==> src/rtl/assert_macros.svh <==
// assertion macros shared by the frame decoder modules
`ifndef ASSERT_MACROS_SVH
`define ASSERT_MACROS_SVH

// checked only outside reset
`define HTFD_ASSERT(label, prop, msg) \
   label: assert property (@(posedge clock) disable iff (reset) prop) \
      else $error(msg);

// checked on every edge, reset included
`define HTFD_ASSERT_ALWAYS(label, prop, msg) \
   label: assert property (@(posedge clock) prop) \
      else $error(msg);

`endif

==> src/rtl/htfd_pkg.sv <==
// shared types and constants of the humidity and temperature frame decoder
package htfd_pkg;

   localparam int BYTE_W = 8;
   localparam int RAW_W = 16;
   localparam int TEMP_W = 15;
   localparam int HUM_W = 14;

   localparam logic [BYTE_W-1:0] CRC_POLY = 8'h31;
   localparam logic [BYTE_W-1:0] CRC_INIT = 8'h00;

   localparam int QUEUE_DEPTH = 2;

   typedef struct packed {
      logic [RAW_W-1:0] temp_raw;
      logic [RAW_W-1:0] hum_raw;
      logic crc_good;
   } frame_type;

endpackage

==> src/rtl/htfd_if.sv <==
// valid/ready channels for bytes in and measurement results out
interface htfd_req_if;
   logic valid;
   logic ready;
   logic [htfd_pkg::BYTE_W-1:0] rx_byte;
   logic frame_start;

   modport source (output valid, output rx_byte, output frame_start, input ready);
   modport sink (input valid, input rx_byte, input frame_start, output ready);
endinterface

interface htfd_rsp_if;
   logic valid;
   logic ready;
   logic signed [htfd_pkg::TEMP_W-1:0] temperature_centi;
   logic [htfd_pkg::HUM_W-1:0] humidity_centi;
   logic status;

   modport source (output valid, output temperature_centi, output humidity_centi,
                   output status, input ready);
   modport sink (input valid, input temperature_centi, input humidity_centi,
                 input status, output ready);
endinterface

==> src/rtl/humidity_temp_frame_decoder.sv <==
// top level of the humidity and temperature frame decoder
//
//   channel   dir  beat                                         handshake
//   req_if    in   rx_byte, frame_start                         valid/ready
//   rsp_if    out  temperature_centi, humidity_centi, status    valid/ready
//
// one byte beat accepted per cycle while ready is high; each result passes through
// queue entry, multiply stage, divide-and-offset stage into the output register
// req_if.ready drops only while the two-entry frame queue is full
// synchronous reset puts the framer at the first byte and empties queue and pipeline
module humidity_temp_frame_decoder (
   input  logic       clock,
   input  logic       reset,
   htfd_req_if.sink   req_if,
   htfd_rsp_if.source rsp_if
);
   import htfd_pkg::*;

   logic push_valid, push_ready;
   frame_type push_data;
   logic pop_valid, pop_ready;
   frame_type pop_data;

   htfd_front u_front (
      .clock      (clock),
      .reset      (reset),
      .req_if     (req_if),
      .push_valid (push_valid),
      .push_ready (push_ready),
      .push_data  (push_data)
   );

   htfd_queue u_queue (
      .clock      (clock),
      .reset      (reset),
      .push_valid (push_valid),
      .push_ready (push_ready),
      .push_data  (push_data),
      .pop_valid  (pop_valid),
      .pop_ready  (pop_ready),
      .pop_data   (pop_data)
   );

   htfd_back u_back (
      .clock     (clock),
      .reset     (reset),
      .pop_valid (pop_valid),
      .pop_ready (pop_ready),
      .pop_data  (pop_data),
      .rsp_if    (rsp_if)
   );

endmodule

==> src/rtl/htfd_front.sv <==
// byte framer: tracks frame position, checks both word crcs, pushes finished frames
`include "assert_macros.svh"

module htfd_front (
   input  logic                clock,
   input  logic                reset,
   htfd_req_if.sink            req_if,
   output logic                push_valid,
   input  logic                push_ready,
   output htfd_pkg::frame_type push_data
);
   import htfd_pkg::*;

   typedef enum logic [5:0] {
      POS_T_MSB = 6'b000001,
      POS_T_LSB = 6'b000010,
      POS_T_CRC = 6'b000100,
      POS_H_MSB = 6'b001000,
      POS_H_LSB = 6'b010000,
      POS_H_CRC = 6'b100000
   } pos_type;

   function automatic logic [BYTE_W-1:0] crc8_feed(input logic [BYTE_W-1:0] crc,
                                                   input logic [BYTE_W-1:0] data);
      logic [BYTE_W-1:0] c;
      c = crc ^ data;
      for (int k = 0; k < BYTE_W; k++) begin
         c = c[BYTE_W-1] ? ({c[BYTE_W-2:0], 1'b0} ^ CRC_POLY) : {c[BYTE_W-2:0], 1'b0};
      end
      return c;
   endfunction

   pos_type pos_ff, pos_in, pos_cur;
   logic [BYTE_W-1:0] crc_ff, crc_in;
   logic [RAW_W-1:0] stage_ff, stage_in;
   logic [RAW_W-1:0] temp_raw_ff, temp_raw_in;
   logic temp_good_ff, temp_good_in;
   logic accept;
   logic [BYTE_W-1:0] b;

   assign req_if.ready = push_ready;
   assign accept = req_if.valid && req_if.ready;
   assign b = req_if.rx_byte;

   always_comb begin
      pos_cur = req_if.frame_start ? POS_T_MSB : pos_ff;
      pos_in = pos_ff;
      crc_in = crc_ff;
      stage_in = stage_ff;
      temp_raw_in = temp_raw_ff;
      temp_good_in = temp_good_ff;
      push_valid = 1'b0;
      push_data.temp_raw = temp_raw_ff;
      push_data.hum_raw = stage_ff;
      push_data.crc_good = temp_good_ff && (crc_ff == b);
      if (accept) begin
         unique case (pos_cur)
            POS_T_LSB: begin
               crc_in = crc8_feed(crc_ff, b);
               stage_in = {stage_ff[RAW_W-1:BYTE_W], b};
               pos_in = POS_T_CRC;
            end
            POS_T_CRC: begin
               temp_raw_in = stage_ff;
               temp_good_in = (crc_ff == b);
               crc_in = CRC_INIT;
               pos_in = POS_H_MSB;
            end
            POS_H_MSB: begin
               crc_in = crc8_feed(CRC_INIT, b);
               stage_in = {b, {BYTE_W{1'b0}}};
               pos_in = POS_H_LSB;
            end
            POS_H_LSB: begin
               crc_in = crc8_feed(crc_ff, b);
               stage_in = {stage_ff[RAW_W-1:BYTE_W], b};
               pos_in = POS_H_CRC;
            end
            POS_H_CRC: begin
               push_valid = 1'b1;
               crc_in = CRC_INIT;
               pos_in = POS_T_MSB;
            end
            default: begin
               crc_in = crc8_feed(CRC_INIT, b);
               stage_in = {b, {BYTE_W{1'b0}}};
               pos_in = POS_T_LSB;
            end
         endcase
      end
   end

   always_ff @(posedge clock) begin
      if (reset) begin
         pos_ff <= POS_T_MSB;
         crc_ff <= CRC_INIT;
         stage_ff <= '0;
         temp_raw_ff <= '0;
         temp_good_ff <= 1'b0;
      end else begin
         pos_ff <= pos_in;
         crc_ff <= crc_in;
         stage_ff <= stage_in;
         temp_raw_ff <= temp_raw_in;
         temp_good_ff <= temp_good_in;
      end
   end

   `HTFD_ASSERT(a_wrap_after_sixth, (accept && pos_cur == POS_H_CRC) |=> (pos_ff == POS_T_MSB), "position did not wrap after sixth beat")
   `HTFD_ASSERT(a_push_only_ready, push_valid |-> push_ready, "frame pushed into a full queue")

endmodule

==> src/rtl/htfd_queue.sv <==
// short queue of finished frames between the framer and the converter
`include "assert_macros.svh"

module htfd_queue (
   input  logic                clock,
   input  logic                reset,
   input  logic                push_valid,
   output logic                push_ready,
   input  htfd_pkg::frame_type push_data,
   output logic                pop_valid,
   input  logic                pop_ready,
   output htfd_pkg::frame_type pop_data
);
   import htfd_pkg::*;

   localparam int PTR_W = (QUEUE_DEPTH > 1) ? $clog2(QUEUE_DEPTH) : 1;
   localparam int CNT_W = $clog2(QUEUE_DEPTH + 1);

   frame_type entries_ff [QUEUE_DEPTH];
   logic [PTR_W-1:0] wr_ptr_ff, wr_ptr_in;
   logic [PTR_W-1:0] rd_ptr_ff, rd_ptr_in;
   logic [CNT_W-1:0] count_ff, count_in;
   logic do_push, do_pop;

   assign push_ready = (count_ff != CNT_W'(QUEUE_DEPTH));
   assign pop_valid = (count_ff != '0);
   assign pop_data = entries_ff[rd_ptr_ff];
   assign do_push = push_valid && push_ready;
   assign do_pop = pop_valid && pop_ready;

   always_comb begin
      wr_ptr_in = wr_ptr_ff;
      rd_ptr_in = rd_ptr_ff;
      count_in = count_ff;
      if (do_push) begin
         wr_ptr_in = (wr_ptr_ff == PTR_W'(QUEUE_DEPTH - 1)) ? '0 : wr_ptr_ff + 1'b1;
      end
      if (do_pop) begin
         rd_ptr_in = (rd_ptr_ff == PTR_W'(QUEUE_DEPTH - 1)) ? '0 : rd_ptr_ff + 1'b1;
      end
      if (do_push && !do_pop) begin
         count_in = count_ff + 1'b1;
      end else if (do_pop && !do_push) begin
         count_in = count_ff - 1'b1;
      end
   end

   always_ff @(posedge clock) begin
      if (reset) begin
         wr_ptr_ff <= '0;
         rd_ptr_ff <= '0;
         count_ff <= '0;
      end else begin
         wr_ptr_ff <= wr_ptr_in;
         rd_ptr_ff <= rd_ptr_in;
         count_ff <= count_in;
      end
   end

   always_ff @(posedge clock) begin
      if (do_push) begin
         entries_ff[wr_ptr_ff] <= push_data;
      end
   end

   `HTFD_ASSERT(a_count_bound, count_ff <= CNT_W'(QUEUE_DEPTH), "queue count above depth")
   `HTFD_ASSERT(a_count_push, (do_push && !do_pop) |=> (count_ff == $past(count_ff) + 1'b1), "queue count missed a push")

endmodule

==> src/rtl/htfd_back.sv <==
// converter: scales raw words to hundredths, two stages, registered result
`include "assert_macros.svh"

module htfd_back (
   input  logic                clock,
   input  logic                reset,
   input  logic                pop_valid,
   output logic                pop_ready,
   input  htfd_pkg::frame_type pop_data,
   htfd_rsp_if.source          rsp_if
);
   import htfd_pkg::*;

   localparam int PROD_W = 31;
   localparam int QUO_W = PROD_W - RAW_W;
   localparam logic [RAW_W-1:0] RAW_FULL = 16'hFFFF;
   localparam logic [QUO_W-1:0] T_SPAN = 15'd17500;
   localparam logic [QUO_W-1:0] H_SPAN = 15'd10000;
   localparam logic [QUO_W:0] T_OFFSET = 16'd4500;

   // floor(x / 65535): quotient estimate x >> 16, remainder below twice the divisor
   function automatic logic [QUO_W-1:0] div_full(input logic [PROD_W-1:0] x);
      logic [QUO_W-1:0] q0;
      logic [RAW_W:0] r0;
      q0 = x[PROD_W-1:RAW_W];
      r0 = {1'b0, x[RAW_W-1:0]} + {{(RAW_W + 1 - QUO_W){1'b0}}, q0};
      return (r0 >= {1'b0, RAW_FULL}) ? q0 + 1'b1 : q0;
   endfunction

   logic s1_valid_ff, s1_valid_in;
   logic [PROD_W-1:0] s1_tprod_ff;
   logic [PROD_W-1:0] s1_hprod_ff;
   logic s1_good_ff;
   logic s1_ready, s2_ready;
   logic out_valid_ff, out_valid_in;
   logic signed [TEMP_W-1:0] temp_ff;
   logic [HUM_W-1:0] hum_ff;
   logic status_ff;
   logic [QUO_W-1:0] t_quo, h_quo;
   logic [QUO_W:0] t_off;

   assign s2_ready = !out_valid_ff || rsp_if.ready;
   assign s1_ready = !s1_valid_ff || s2_ready;
   assign pop_ready = s1_ready;

   assign t_quo = div_full(s1_tprod_ff);
   assign h_quo = div_full(s1_hprod_ff);
   assign t_off = {1'b0, t_quo} - T_OFFSET;

   always_comb begin
      s1_valid_in = s1_valid_ff;
      out_valid_in = out_valid_ff;
      if (s1_ready) begin
         s1_valid_in = pop_valid;
      end
      if (s2_ready) begin
         out_valid_in = s1_valid_ff;
      end
   end

   always_ff @(posedge clock) begin
      if (reset) begin
         s1_valid_ff <= 1'b0;
         out_valid_ff <= 1'b0;
      end else begin
         s1_valid_ff <= s1_valid_in;
         out_valid_ff <= out_valid_in;
      end
   end

   always_ff @(posedge clock) begin
      if (s1_ready && pop_valid) begin
         s1_tprod_ff <= PROD_W'(pop_data.temp_raw) * PROD_W'(T_SPAN);
         s1_hprod_ff <= PROD_W'(pop_data.hum_raw) * PROD_W'(H_SPAN);
         s1_good_ff <= pop_data.crc_good;
      end
      if (s2_ready && s1_valid_ff) begin
         temp_ff <= s1_good_ff ? $signed(t_off[TEMP_W-1:0]) : '0;
         hum_ff <= s1_good_ff ? h_quo[HUM_W-1:0] : '0;
         status_ff <= !s1_good_ff;
      end
   end

   assign rsp_if.valid = out_valid_ff;
   assign rsp_if.temperature_centi = temp_ff;
   assign rsp_if.humidity_centi = hum_ff;
   assign rsp_if.status = status_ff;

   `HTFD_ASSERT(a_error_zero, (out_valid_ff && status_ff) |-> (temp_ff == '0 && hum_ff == '0), "error result carries nonzero values")
   `HTFD_ASSERT_ALWAYS(a_reset_empty, reset |=> (!out_valid_ff && !s1_valid_ff), "pipeline not empty after reset")

endmodule
==> src/flat_wrapper.sv <==
// flat-port wrapper written by rule: the top's interface ports become plain ports
module humidity_temp_frame_decoder_flat import htfd_pkg::*;
  (clock, reset, req_if_valid, req_if_rx_byte, req_if_frame_start, req_if_ready, rsp_if_valid, rsp_if_temperature_centi, rsp_if_humidity_centi, rsp_if_status, rsp_if_ready);
  htfd_req_if req_if_i ();
  htfd_rsp_if rsp_if_i ();
  input  logic clock;
  input  logic reset;
  input wire logic [$bits(req_if_i.valid)-1:0] req_if_valid;
  input wire logic [$bits(req_if_i.rx_byte)-1:0] req_if_rx_byte;
  input wire logic [$bits(req_if_i.frame_start)-1:0] req_if_frame_start;
  output wire logic [$bits(req_if_i.ready)-1:0] req_if_ready;
  output wire logic [$bits(rsp_if_i.valid)-1:0] rsp_if_valid;
  output wire logic [$bits(rsp_if_i.temperature_centi)-1:0] rsp_if_temperature_centi;
  output wire logic [$bits(rsp_if_i.humidity_centi)-1:0] rsp_if_humidity_centi;
  output wire logic [$bits(rsp_if_i.status)-1:0] rsp_if_status;
  input wire logic [$bits(rsp_if_i.ready)-1:0] rsp_if_ready;
  assign req_if_i.valid = req_if_valid;
  assign req_if_i.rx_byte = req_if_rx_byte;
  assign req_if_i.frame_start = req_if_frame_start;
  assign req_if_ready = req_if_i.ready;
  assign rsp_if_valid = rsp_if_i.valid;
  assign rsp_if_temperature_centi = rsp_if_i.temperature_centi;
  assign rsp_if_humidity_centi = rsp_if_i.humidity_centi;
  assign rsp_if_status = rsp_if_i.status;
  assign rsp_if_i.ready = rsp_if_ready;
  humidity_temp_frame_decoder u_core (.clock(clock), .reset(reset), .req_if(req_if_i), .rsp_if(rsp_if_i));
endmodule
==> config.mk <==
export PLATFORM = sky130hd
export DESIGN_NAME = humidity_temp_frame_decoder_flat
export DESIGN_NICKNAME = d
export VERILOG_FILES = /design/src/rtl/htfd_pkg.sv /design/src/rtl/htfd_if.sv /design/src/rtl/humidity_temp_frame_decoder.sv /design/src/rtl/htfd_front.sv /design/src/rtl/htfd_queue.sv /design/src/rtl/htfd_back.sv /design/src/flat_wrapper.sv
export VERILOG_INCLUDE_DIRS = /design/src /design/src/rtl
export SDC_FILE = /design/constraint.sdc
export NUM_CORES = 1
export LEC_CHECK = 0
export BUFFER_PORTS_ARGS = -buffer_cell sky130_fd_sc_hd__buf_4
export CORE_AREA = 2 2 179 181
export DETAILED_ROUTE_END_ITERATION = 8
export DIE_AREA = 0 0 181 183
export HOLD_SLACK_MARGIN = 0.08
export PLACE_DENSITY = 0.69
export SYNTH_ARGS = -nofsm -noshare
export SYNTH_HDL_FRONTEND = slang
export SYNTH_HIERARCHICAL = 1
export SYNTH_SLANG_ARGS = --single-unit
==> constraint.sdc <==
create_clock -name clock -period 5.9 [get_ports clock]
set_input_delay 1.18 -clock clock [delete_from_list [all_inputs] [get_ports clock]]
set_output_delay 1.18 -clock clock [all_outputs]
set_load 0.02 [all_outputs]
==> metrics.md, run 1 <==
| Metric | Value |
|---|---|
| Clock sink count | `206` |
| Met2 layer usage reported by global route | `33.9%` |
| Detailed placement HPWL | `23,600 um` |
| GRT Util Overall | `19.2%` |
| Worst Setup End Kind | `flop` |
| Average detailed-routed wire length per instance | `15.9 um` |
| Hold violation count in the final report | `0` |
| Max H-tree Level | `1` |
| Final standard cell count with taps included and fillers excluded | `1,932` |
| Clock-pin slew of the registers on the worst-case setup and hold paths | `60 ps` |
| Power density over cell area | `181 nW/um^2` |
| Global route total overflow | `0` |
| Synthesized Nets | `1,754` |
| Synth cell types | `77` |
| Gate count of the mapped netlist | `1,465` |
| Sequential share of the synthesized area | `36.1%` |
| Row Count | `65` |
| Via count normalized by instance count | `5.34` |
| Fraction of synthesis flops using an asynchronous set or reset pin | `0%` |
| Syn. warnings | `6` |
| Proportion of layout cells with a drive suffix above 1 | `10.5%` |
| Area enclosed by the die boundary | `33,100 um^2` |
| Critical path data required time | `6160 ps` |
| Root Buffer Master | `sky130_fd_sc_hd__clkbuf_16` |
| Total of hold buffers inserted after clock tree synthesis | `0` |
| EDFF count, synth | `152` |
| Effective utilization at floorplan | `50.1%` |
| Run status | `completed` |
| Unrepaired setup endpoints after global routing | `false` |
| Pin slew with the least headroom to its limit | `769 ps` |
| TritonCTS clock tree | `built` |
| Fill cell count | `2,687` |
| Post-layout net count | `1,801` |
| Top cell type's share of synthesized area | `29.2%` |
| Hold crit path type | `flop to flop` |
| Total leakage power | `7.79 nW` |
| Floorplan die width | `181 um` |
| Area of the multi-input gates | `8880 um^2` |
| Biggest area contributors in the synthesized netlist | `sky130_fd_sc_hd__edfxtp_1, sky130_fd_sc_hd__ha_1, sky130_fd_sc_hd__fa_1` |
| Vias in the first global route | `10,500` |
| Final TNS setup | `0 ps` |
| Drt total wl | `30,600 um` |
| Number of cells in the design after placement | `1,888` |
| Peak supply drop | `0.000190 V` |
| Max_slew headroom | `48.4%` |
| Number of optimization iterations in the first detailed-route pass | `5` |
| # IOs | `45` |
| Arrival time worst endpoint | `5820 ps` |
| Period minus WS final | `5560 ps` |
| TritonCTS Buffers | `24` |
| Max FO, Critical Path | `6` |
| Share of the cycle needed by the critical path after routing | `94.3%` |
| Number of synthesized register bits | `206` |
| Routed Antenna Nets | `0` |
| Final Skew | `27.4 ps` |
| Final setup vio count | `0` |
| Number of antenna repair diodes | `0` |
| GR met1 Demand/Resource | `25.5%` |
| First-pass GRT wire length | `52,100 um` |
| Core area | `31,200 um^2` |
| Busiest grt layer | `met2` |
| Later-pin clock latency in the skew report | `540 ps` |
| Antenna violations before repair | `0` |
| Top cell type by total area after synthesis | `sky130_fd_sc_hd__edfxtp_1` |
| Met3 layer usage reported by global route | `2.26%` |
| Startpoint types | `flop` |
| Synthesized cell area | `15,600 um^2` |
| Upper clock frequency limit | `0.180 GHz` |
| Synthesis-to-layout area growth | `10.3%` |
| DRC viols | `0` |
| Detailed Route Iter0 Violations | `655` |
| Pin count of the biggest net entering global routing | `57` |
| Count of vias placed by the detailed router | `10,300` |
| Number of pins with negative max-slew slack in the final report | `0` |
| Post-CTS setup-driven buffer insertion count | `0` |
| RD Place Congestion | `0.868` |
| Max-capacitance violation count | `0` |
| Vertical die dimension | `183 um` |
| Worst-case clock buffer depth | `3` |
| Sequential standard cell area | `5650 um^2` |
| Kind of critical path | `flop to flop` |
| Post-synthesis area per instance | `10.7 um^2` |
| Primary FF master, synth | `sky130_fd_sc_hd__edfxtp_1` |
| Number of I/O port buffers | `44` |
==> state kept, by name (all words and copies together), names as in the netlist, 2 cells and up, named ones only <==
signal                                  flops
u_core/u_queue/count_ff                     2
u_core/u_back/s1_tprod_ff                  29
u_core/u_back/rsp_if.temperature_centi     15
u_core/u_queue/entries_ff                  66
u_core/u_front/pos_ff                       6
u_core/u_back/rsp_if.humidity_centi        14
u_core/u_front/crc_ff                       8
u_core/u_front/stage_ff                    16
u_core/u_front/temp_raw_ff                 16
u_core/u_back/s1_hprod_ff                  26
==> cells in the mapped netlist (12+ instances only) <==
master                       n
sky130_fd_sc_hd__nand3_1    48
sky130_fd_sc_hd__mux2i_1    22
sky130_fd_sc_hd__nor2_1     71
sky130_fd_sc_hd__xor2_1     28
sky130_fd_sc_hd__dfxtp_1    54
sky130_fd_sc_hd__nand2_1    51
sky130_fd_sc_hd__inv_1     258
sky130_fd_sc_hd__clkbuf_1   24
sky130_fd_sc_hd__ha_1      194
sky130_fd_sc_hd__a21o_1     22
sky130_fd_sc_hd__nor3_1     17
sky130_fd_sc_hd__o21bai_1   17
sky130_fd_sc_hd__mux2_2     34
sky130_fd_sc_hd__a21oi_1    70
sky130_fd_sc_hd__edfxtp_1  152
sky130_fd_sc_hd__fa_1       82
sky130_fd_sc_hd__nand4_1    12
sky130_fd_sc_hd__xnor2_1    78
sky130_fd_sc_hd__o21ai_0    34
sky130_fd_sc_hd__a211oi_1   13
==> report_power, final <==
part,internal [mW],leakage [nW],switching [mW]
registers,1.55,1.81,0.0127
logic,0.0812,5.60,0.0686
clock network,0.813,0.371,0.605
==> worst max-delay path, stage by stage (launching register included) <==
cell                       delay [ps]
sky130_fd_sc_hd__dfxtp_4          380
sky130_fd_sc_hd__mux2_2           380
sky130_fd_sc_hd__ha_1             280
sky130_fd_sc_hd__inv_1             50
sky130_fd_sc_hd__fa_1             500
sky130_fd_sc_hd__inv_1             40
sky130_fd_sc_hd__ha_1             300
sky130_fd_sc_hd__ha_1             280
sky130_fd_sc_hd__inv_1             50
sky130_fd_sc_hd__fa_1             520
sky130_fd_sc_hd__inv_1             70
sky130_fd_sc_hd__fa_1             450
sky130_fd_sc_hd__a21o_1           180
sky130_fd_sc_hd__a21oi_2          180
sky130_fd_sc_hd__o21bai_1          80
sky130_fd_sc_hd__a21o_1           220
sky130_fd_sc_hd__a21oi_2          170
sky130_fd_sc_hd__o21ai_1          120
sky130_fd_sc_hd__o41ai_2          340
sky130_fd_sc_hd__o21ai_1          130
sky130_fd_sc_hd__o31a_1           280
sky130_fd_sc_hd__a41oi_2          170
sky130_fd_sc_hd__o21ai_0          120
==> worst paths after layout <==
kind	start	end	slack [ps]	cells past startpoint
setup / recovery	flop	u_core/u_back/s1_tprod_ff[30]	340	22
hold / removal	u_core/u_front/temp_good_ff	u_core/u_front/temp_good_ff	460	2
setup reg to reg	flop	u_core/u_back/s1_tprod_ff[30]	340	22
hold reg to reg	u_core/u_front/temp_good_ff	u_core/u_front/temp_good_ff	460	2
==> cells by family after synthesis <==
kind of cell	synth area share (%)
buffers and inverters	7.38
adders and majority gates	26.0
and+or+nand+nor	8.99
AOI/OAI and AO/OA	10.4
DFF	36.1
xor gates and xnor gates	7.26
muxes	3.86
==> cell type report <==
class / count / share of cell area [%]
clock buffer: 35 / 3.96
sequential: 206 / 32.8
inverter: 258 / 5.62
timing repair buffer: 62 / 2.77
multi-input combinational: 960 / 51.5
clock inverter: 9 / 0.457
tap: 402 / 2.92
==> stage by stage <==
step / total power, mW / hold slack [ps] / instance area [um^2] / utilization [%] / worst slack, ps
after detailed placement: 1.74 / 452 / 16400 / 52.7 / 6.99
after global routing: 3.23 / 489 / 17200 / 55.2 / 6.66
after floorplan: 1.71 / 425 / 15600 / - / 127
after CTS: 3.16 / 461 / 17200 / 55.1 / 42.8
after global placement: 1.74 / 440 / 16400 / 52.7 / 147
final: 3.13 / 455 / 17200 / 55.2 / 337
==> layout by cell type, fill, tap and decap left out, types with 22 or more instances in the layout <==
master                      count
sky130_fd_sc_hd__mux2_2        33
sky130_fd_sc_hd__mux2i_1       22
sky130_fd_sc_hd__dfxtp_1       53
sky130_fd_sc_hd__nand2_1       51
sky130_fd_sc_hd__xor2_1        28
sky130_fd_sc_hd__buf_4         61
sky130_fd_sc_hd__clkbuf_16     25
sky130_fd_sc_hd__nor2_1        71
sky130_fd_sc_hd__nand3_1       48
sky130_fd_sc_hd__a21oi_1       68
sky130_fd_sc_hd__ha_1         194
sky130_fd_sc_hd__xnor2_1       78
sky130_fd_sc_hd__fa_1          82
sky130_fd_sc_hd__inv_1        258
sky130_fd_sc_hd__edfxtp_1     152
sky130_fd_sc_hd__a21o_1        22
sky130_fd_sc_hd__o21ai_0       32
==> routing by layer <==
layer | up-vias | share of wire, %
met1 | 4922 | 46
met2 | 171 | 49
met4 | 0 | 1.6
met5 | - | 0
met3 | 40 | 3.3
li1 | 5176 | -
==> timing repair <==
| item | 4_1_cts | 5_1_grt |
|---|---|---|
| pin swaps | 0 | 3 |
| endpoints found under the setup margin | 1 | 10 |
| gates cloned | 0 | 0 |
| gates resized for setup | 1 | 10 |
(Power assumes the default switching activity.)
==> run 2, diff against run 1 <==
CTS_BUF_LIST = sky130_fd_sc_hd__clkbuf_4 sky130_fd_sc_hd__clkbuf_8   (was unset)
PLACE_DENSITY = 0.66   (was 0.69)
clock period = 5.5 ns   (was 5.9 ns; I/O delays follow)
==> run 2 against run 1 <==
Against the previous run:
- maximum frequency increased by 3.9%
- worst hold slack better by 1.5 ps
- highest routed layer unchanged
- combinational power rose by 7%
- critical path type unchanged
- via count grew 1.9%
- largest power group unchanged
- utilization grew 1.5 points
- cell count is 2.9% higher
- final area rose by 2.8%
- wire length is 0.96% higher
- sequential power rose by 7%
- clock skew is 14 ps higher
==> metrics.md, run 2 (same netlist as run 1, synthesis figures left out) <==
| Metric | Value |
|---|---|
| Register share of total power | `52.3%` |
| Clock-pin slew of the registers on the worst-case setup and hold paths | `70 ps` |
| Pin count of the biggest net entering global routing | `57` |
| Number of cells in the design after placement | `1,921` |
| Upper clock frequency limit | `0.187 GHz` |
| R2R depth | `23` |
| Root Buffer Master | `sky130_fd_sc_hd__clkbuf_8` |
| Hold EP | `u_core/u_queue/entries_ff[1][31]` |
| Worst Setup End Kind | `flop` |
| Final Skew | `40.9 ps` |
| Cell class contributing the biggest share of worst-path delay | `adder cells` |
| Period minus WS final | `5350 ps` |
| TritonCTS clock tree | `built` |
| Average detailed-routed wire length per instance | `15.6 um` |
| Cells on Worst Hold Path | `0` |
| Vertical die dimension | `183 um` |
| # IOs | `45` |
| Switching share of total power | `22.1%` |
| Critical path data required time | `5760 ps` |
| Number of I/O port buffers | `44` |
| Internal Power | `2.49 mW` |
| Core area | `31,200 um^2` |
| Proportion of layout cells with a drive suffix above 1 | `15.5%` |
| Max-capacitance violation count | `0` |
| Routed Antenna Nets | `0` |
| Area post-placement | `16,700 um^2` |
| TritonCTS Buffers | `36` |
| Peak supply drop | `0.000142 V` |
| Arrival time worst endpoint | `5610 ps` |
| Hold crit path type | `flop to flop` |
| Area enclosed by the die boundary | `33,100 um^2` |
| Share of the cycle needed by the critical path after routing | `97.3%` |
| Max FO, Critical Path | `6` |
| Global route total overflow | `0` |
| Floorplan die width | `181 um` |
| Post-Layout Inst Area | `17,700 um^2` |
| Detailed Route Iter0 Violations | `495` |
| Area of the multi-input gates | `9140 um^2` |
| Power density over cell area | `181 nW/um^2` |
| Number of pins with negative max-slew slack in the final report | `0` |
| Register containing the most flip-flops in the final layout | `u_core/u_queue/entries_ff` |
| Antenna violations before repair | `0` |
| DRC viols | `0` |
| Drt total wl | `30,900 um` |
| Final standard cell count with taps included and fillers excluded | `1,988` |
| Count of vias placed by the detailed router | `10,500` |
| Cell with the biggest individual delay on the critical path | `sky130_fd_sc_hd__fa_1` |
| Fill cell count | `2,648` |
| Via count normalized by instance count | `5.29` |
| Sequential standard cell area | `5650 um^2` |
| Clock network fraction of design power | `42.7%` |
| Cell repeated most along the worst path | `sky130_fd_sc_hd__inv_1` |
| Cell chain of the critical path | `mux2_4 -> buf_4 -> ha_4 -> inv_2 -> fa_1 -> inv_1 -> ha_1 -> ha_1 -> inv_1 -> fa_1 -> inv_1 -> ha_4 -> a21o_1 -> a21oi_2 -> o21bai_1 -> a21o_1 -> a21oi_2 -> o21ai_2 -> o41ai_2 -> o21ai_1 -> o31a_1 -> a41oi_2 -> o21ai_1` |
| Kind of critical path | `flop to flop` |
| Final setup vio count | `0` |
| Number of optimization iterations in the first detailed-route pass | `5` |
| Worst-case clock buffer depth | `3` |
| Max_slew headroom | `48.3%` |
| Startpoint types | `flop` |
| Number of antenna repair diodes | `0` |
| GRT Util Overall | `19.0%` |
| Later-pin clock latency in the skew report | `540 ps` |
| Synthesis-to-layout area growth | `13.3%` |
| Row Count | `65` |
| Run status | `completed` |
| Clock sink count | `206` |
| Longest individual stage delay on the worst path | `520 ps` |
| Crit path buf inv count | `5` |
| Crit Reg-Reg Endpoint | `u_core/u_back/s1_tprod_ff[30]` |
| Switching power | `707 uW` |
| Beginning of the worst hold path | `u_core/u_front/temp_raw_ff[14]` |
| Number of flip-flops in the largest register | `66` |
| Hold violation count in the final report | `0` |
| Leading cell type in the layout, fill and taps excluded | `sky130_fd_sc_hd__inv_1` |
| Most used cells in the layout excluding fill and tap cells | `sky130_fd_sc_hd__inv_1, sky130_fd_sc_hd__ha_1, sky130_fd_sc_hd__edfxtp_1, sky130_fd_sc_hd__buf_4, sky130_fd_sc_hd__fa_1` |
| Vias in the first global route | `10,600` |
| Biggest registers after layout | `u_core/u_queue/entries_ff x66, u_core/u_back/s1_tprod_ff x29, u_core/u_back/s1_hprod_ff x26` |
| Total leakage power | `7.99 nW` |
| RD Place Congestion | `0.891` |
| Minimum setup slack among reg-to-reg paths | `150 ps` |
| First-pass GRT wire length | `51,400 um` |
| Post-layout net count | `1,848` |
| Effective utilization at floorplan | `50.1%` |
| Final TNS setup | `0 ps` |
| Detailed placement HPWL | `23,700 um` |
| Max H-tree Level | `2` |
| Pin slew with the least headroom to its limit | `775 ps` |
| Combinational cell fraction of total power | `5.0%` |
## run 2: through the flow
stage | hold slack (ps) | util (%) | power (mW) | worst slack [ps]
after CTS | 459 | 55.8 | 3.23 | 7.02
after floorplan | 425 | - | 1.83 | -19.4
after detailed placement | 445 | 53.5 | 1.87 | -195
after global placement | 436 | 53.5 | 1.86 | -47.9
after global routing | 471 | 56.7 | 3.32 | -88.8
final | 457 | 56.7 | 3.20 | 147
## run 2: cell type report
type / count / area share (%)
clock buffers: 46 / 3.26
repair buffers: 97 / 4.24
inverters: 258 / 5.47
clock inverters: 19 / 0.727
multi-input cells: 960 / 51.6
well taps: 402 / 2.84
flip-flops and latches: 206 / 31.9
## run 2: repair_timing
item                                   CTS  global route
setup buffers                            0             2
pin swaps                                1            30
gates resized for setup                  5            45
endpoints found under the hold margin    0             0
setup endpoints to repair                8            11
hold buffers                             0             0
gates cloned                             0             0
## run 2: routing by layer
metal / wire length, um / vias up / track usage, %
li1: - / 5269 / -
met1: 14600 / 4994 / 25.1
met2: 14600 / 199 / 32.8
met3: 989 / 48 / 2.52
met4: 753 / 0 / 5.63
met5: 0 / - / 0
## run 2: power groups by stage
stage / Combinational, mW / Clock (mW) / Sequential (mW)
floorplan: 0.132 / 0 / 1.70
global placement: 0.157 / 0 / 1.71
detailed placement: 0.160 / 0 / 1.71
CTS: 0.160 / 1.40 / 1.67
global route: 0.174 / 1.48 / 1.67
finish: 0.161 / 1.36 / 1.67
## run 2: worst max path at each step
stage / from / endpoint / cells after the start
final: flop / u_core/u_back/s1_tprod_ff[30] / 23
after global routing: flop / u_core/u_back/s1_tprod_ff[29] / 22
after CTS: flop / u_core/u_back/s1_tprod_ff[29] / 22
after detailed placement: flop / u_core/u_back/s1_hprod_ff[26] / 21
after global placement: flop / u_core/u_back/s1_hprod_ff[26] / 21
after floorplan: flop / u_core/u_back/s1_tprod_ff[30] / 24
## run 2: worst reg2reg max path: stages (launching register included)
cell and delay (ps):
sky130_fd_sc_hd__dfxtp_4 410, sky130_fd_sc_hd__mux2_4 320, sky130_fd_sc_hd__buf_4 150, sky130_fd_sc_hd__ha_4 250, sky130_fd_sc_hd__inv_2 30, sky130_fd_sc_hd__fa_1 500
sky130_fd_sc_hd__inv_1 40, sky130_fd_sc_hd__ha_1 280, sky130_fd_sc_hd__ha_1 280, sky130_fd_sc_hd__inv_1 50, sky130_fd_sc_hd__fa_1 520, sky130_fd_sc_hd__inv_1 60
sky130_fd_sc_hd__ha_4 230, sky130_fd_sc_hd__a21o_1 180, sky130_fd_sc_hd__a21oi_2 150, sky130_fd_sc_hd__o21bai_1 100, sky130_fd_sc_hd__a21o_1 180, sky130_fd_sc_hd__a21oi_2 170
sky130_fd_sc_hd__o21ai_2 90, sky130_fd_sc_hd__o41ai_2 340, sky130_fd_sc_hd__o21ai_1 150, sky130_fd_sc_hd__o31a_1 330, sky130_fd_sc_hd__a41oi_2 190, sky130_fd_sc_hd__o21ai_1 90
==> run 3, diff against run 2 <==
--- a/config.mk
+++ b/config.mk
@@ -8,4 +8,5 @@
 export LEC_CHECK = 0
 export BUFFER_PORTS_ARGS = -buffer_cell sky130_fd_sc_hd__buf_4
+export CAP_MARGIN = 10
 export CORE_AREA = 2 2 179 181
 export CTS_BUF_LIST = sky130_fd_sc_hd__clkbuf_4 sky130_fd_sc_hd__clkbuf_8
==> constraint.sdc (replaced) <==
create_clock -name clock -period 5.5 [get_ports clock]
set_input_delay 1.65 -clock clock [delete_from_list [all_inputs] [get_ports clock]]
set_output_delay 1.65 -clock clock [all_outputs]
set_load 0.02 [all_outputs]
==> run 3 against run 2 <==
Against the previous run:
- power up 2.2%
- via count shrank 0.32%
- sequential share of layout area fell by 0.22 points
- first-iteration DRC count up 6.1%
- global-route usage down 0.065 points
- cell count is 0.30% higher
- non-clock buffer count increased by 7
- clock power up 5%
- final area rose by 0.70%
- die area is the same
- worst hold slack worse by 4.3 ps
==> metrics.md, run 3 (same netlist as run 1, synthesis figures left out) <==
| Metric | Value |
|---|---|
| Via count normalized by instance count | `5.25` |
| Peak supply drop | `0.000186 V` |
| Kind of critical path | `flop to flop` |
| Proportion of layout cells with a drive suffix above 1 | `16.3%` |
| Cell repeated most along the worst path | `sky130_fd_sc_hd__ha_4` |
| Average detailed-routed wire length per instance | `15.7 um` |
| Antenna violations before repair | `0` |
| Worst hold margin | `453 ps` |
| Cell chain of the critical path | `buf_12 -> mux2_2 -> ha_1 -> inv_1 -> fa_1 -> inv_2 -> ha_4 -> ha_4 -> ha_4 -> ha_4 -> fa_2 -> a21o_1 -> a21oi_2 -> o21bai_1 -> a21o_1 -> a21oi_2 -> o21ai_2 -> o41ai_2 -> o21ai_1 -> o31a_1 -> a41oi_2 -> xnor2_1` |
| DRC viols | `0` |
| Critical Path Sink | `u_core/u_back/s1_tprod_ff[28]` |
| Share of the cycle needed by the critical path after routing | `98.0%` |
| Routed Antenna Nets | `0` |
| Clock-pin slew of the registers on the worst-case setup and hold paths | `60 ps` |
| Register containing the most flip-flops in the final layout | `u_core/u_queue/entries_ff` |
| Count of vias placed by the detailed router | `10,500` |
| # IOs | `45` |
| Detailed placement HPWL | `23,700 um` |
| Core area | `31,200 um^2` |
| Number of optimization iterations in the first detailed-route pass | `5` |
| RD Place Congestion | `0.884` |
| R2R depth | `22` |
| Final Skew | `38.3 ps` |
| Drt total wl | `31,200 um` |
| Power density over cell area | `183 nW/um^2` |
| Sequential standard cell area | `5650 um^2` |
| Final total power | `3.27 mW` |
| Final setup vio count | `0` |
| Floorplan die width | `181 um` |
| Worst Setup End Kind | `flop` |
| Area enclosed by the die boundary | `33,100 um^2` |
| Arrival time worst endpoint | `5670 ps` |
| Beginning of the worst hold path | `u_core/u_front/temp_raw_ff[13]` |
| Hold violation count in the final report | `0` |
| Leading cell type in the layout, fill and taps excluded | `sky130_fd_sc_hd__inv_1` |
| Utilization after layout | `57.1%` |
| Crit Reg-Reg Endpoint | `u_core/u_back/s1_tprod_ff[28]` |
| Clock sink count | `206` |
| Worst-case clock buffer depth | `3` |
| Number of pins with negative max-slew slack in the final report | `0` |
| Area of the multi-input gates | `9150 um^2` |
| Later-pin clock latency in the skew report | `540 ps` |
| Number of flip-flops in the largest register | `66` |
| Startpoint types | `flop` |
| Most used cells in the layout excluding fill and tap cells | `sky130_fd_sc_hd__inv_1, sky130_fd_sc_hd__ha_1, sky130_fd_sc_hd__edfxtp_1, sky130_fd_sc_hd__buf_4, sky130_fd_sc_hd__fa_1` |
| TritonCTS Buffers | `36` |
| Pin slew with the least headroom to its limit | `768 ps` |
| Fill cell count | `2,715` |
| Critical path data required time | `5770 ps` |
| Global route total overflow | `0` |
| Number of I/O port buffers | `44` |
| TritonCTS clock tree | `built` |
| Root Buffer Master | `sky130_fd_sc_hd__clkbuf_8` |
| Post-Layout Inst Area | `17,800 um^2` |
| Run status | `completed` |
| Effective utilization at floorplan | `50.1%` |
| Max FO, Critical Path | `13` |
| Vias in the first global route | `10,300` |
| Area post-placement | `16,700 um^2` |
| Pin count of the biggest net entering global routing | `57` |
| Post-layout net count | `1,855` |
| Period minus WS final | `5390 ps` |
| Number of antenna repair diodes | `0` |
| Cell with the biggest individual delay on the critical path | `sky130_fd_sc_hd__dfxtp_4` |
| Hold crit path type | `flop to flop` |
| Total leakage power | `8.08 nW` |
| GRT Util Overall | `18.9%` |
| First-pass GRT wire length | `50,900 um` |
| Biggest registers after layout | `u_core/u_queue/entries_ff x66, u_core/u_back/s1_tprod_ff x29, u_core/u_back/s1_hprod_ff x26` |
| Vertical die dimension | `183 um` |
| Detailed Route Iter0 Violations | `525` |
| Minimum setup slack among reg-to-reg paths | `110 ps` |
| Synthesis-to-layout area growth | `14.1%` |
| Longest individual stage delay on the worst path | `430 ps` |
| Max-capacitance violation count | `0` |
| Max_slew headroom | `48.8%` |
| Row Count | `65` |
| Max H-tree Level | `2` |
| Upper clock frequency limit | `0.185 GHz` |
-- run 3: worst min-delay path by stage --
stage | to | slack, ps | cells after the start
after floorplan | u_core/u_queue/entries_ff[0][17] | 430 | 0
after global placement | u_core/u_queue/entries_ff[0][20] | 440 | 0
after detailed placement | u_core/u_queue/entries_ff[1][30] | 450 | 0
after CTS | u_core/u_queue/entries_ff[1][30] | 460 | 0
after global routing | u_core/u_queue/entries_ff[0][26] | 460 | 0
final | u_core/u_queue/entries_ff[1][30] | 450 | 0
-- run 3: power breakdown --
group / leakage, nW / total, mW / switching, mW / internal, mW
sequential: 1.81 / 1.67 / 0.0138 / 1.66
clock: 0.391 / 1.43 / 0.615 / 0.818
combinational: 5.87 / 0.161 / 0.0734 / 0.0873
-- run 3: what timing repair did --
action,4_1_cts,5_1_grt
resized for setup,5,55
cloned,0,1
hold buffers,0,0
setup endpoints to repair,10,14
buffers inserted,0,8
pin swaps,1,28
-- run 3: cell type report --
cell class / instances / share of cell area (%)
clock buffer: 49 / 3.39
tap: 402 / 2.82
inverter: 258 / 5.43
clock inverter: 15 / 0.785
multi-input combinational: 960 / 51.3
timing repair buffer: 104 / 4.65
sequential: 206 / 31.7
-- run 3: layer usage --
| metal | GRT usage, % | share of wire, % | vias to the layer above |
|---|---|---|---|
| met1 | 25.2 | 47 | 4977 |
| met4 | 5.27 | 1.9 | 0 |
| met2 | 32.5 | 48 | 182 |
| met3 | 2.60 | 3.4 | 46 |
| li1 | - | - | 5271 |
| met5 | 0 | 0 | - |
-- run 3: critical path, delay by kind of cell, from the launching register on --
kind | cells | cell delay [ps]
fa+ha+maj | 7 | 1950
compound gates | 10 | 1940
mux | 1 | 400
buf+inv | 3 | 310
flops | 1 | 430
xor+xnor | 1 | 100
-- run 3: per-stage QoR --
step / instances / setup slack [ps] / setup TNS (ps)
6_report: 1994 / 108 / 0
4_1_cts: 1985 / 14.4 / 0
5_1_grt: 1994 / -72.6 / -179
3_3_place_gp: 1921 / -46.4 / -119
2_1_floorplan: 1465 / -19.4 / -19.4
3_5_place_dp: 1921 / -155 / -813
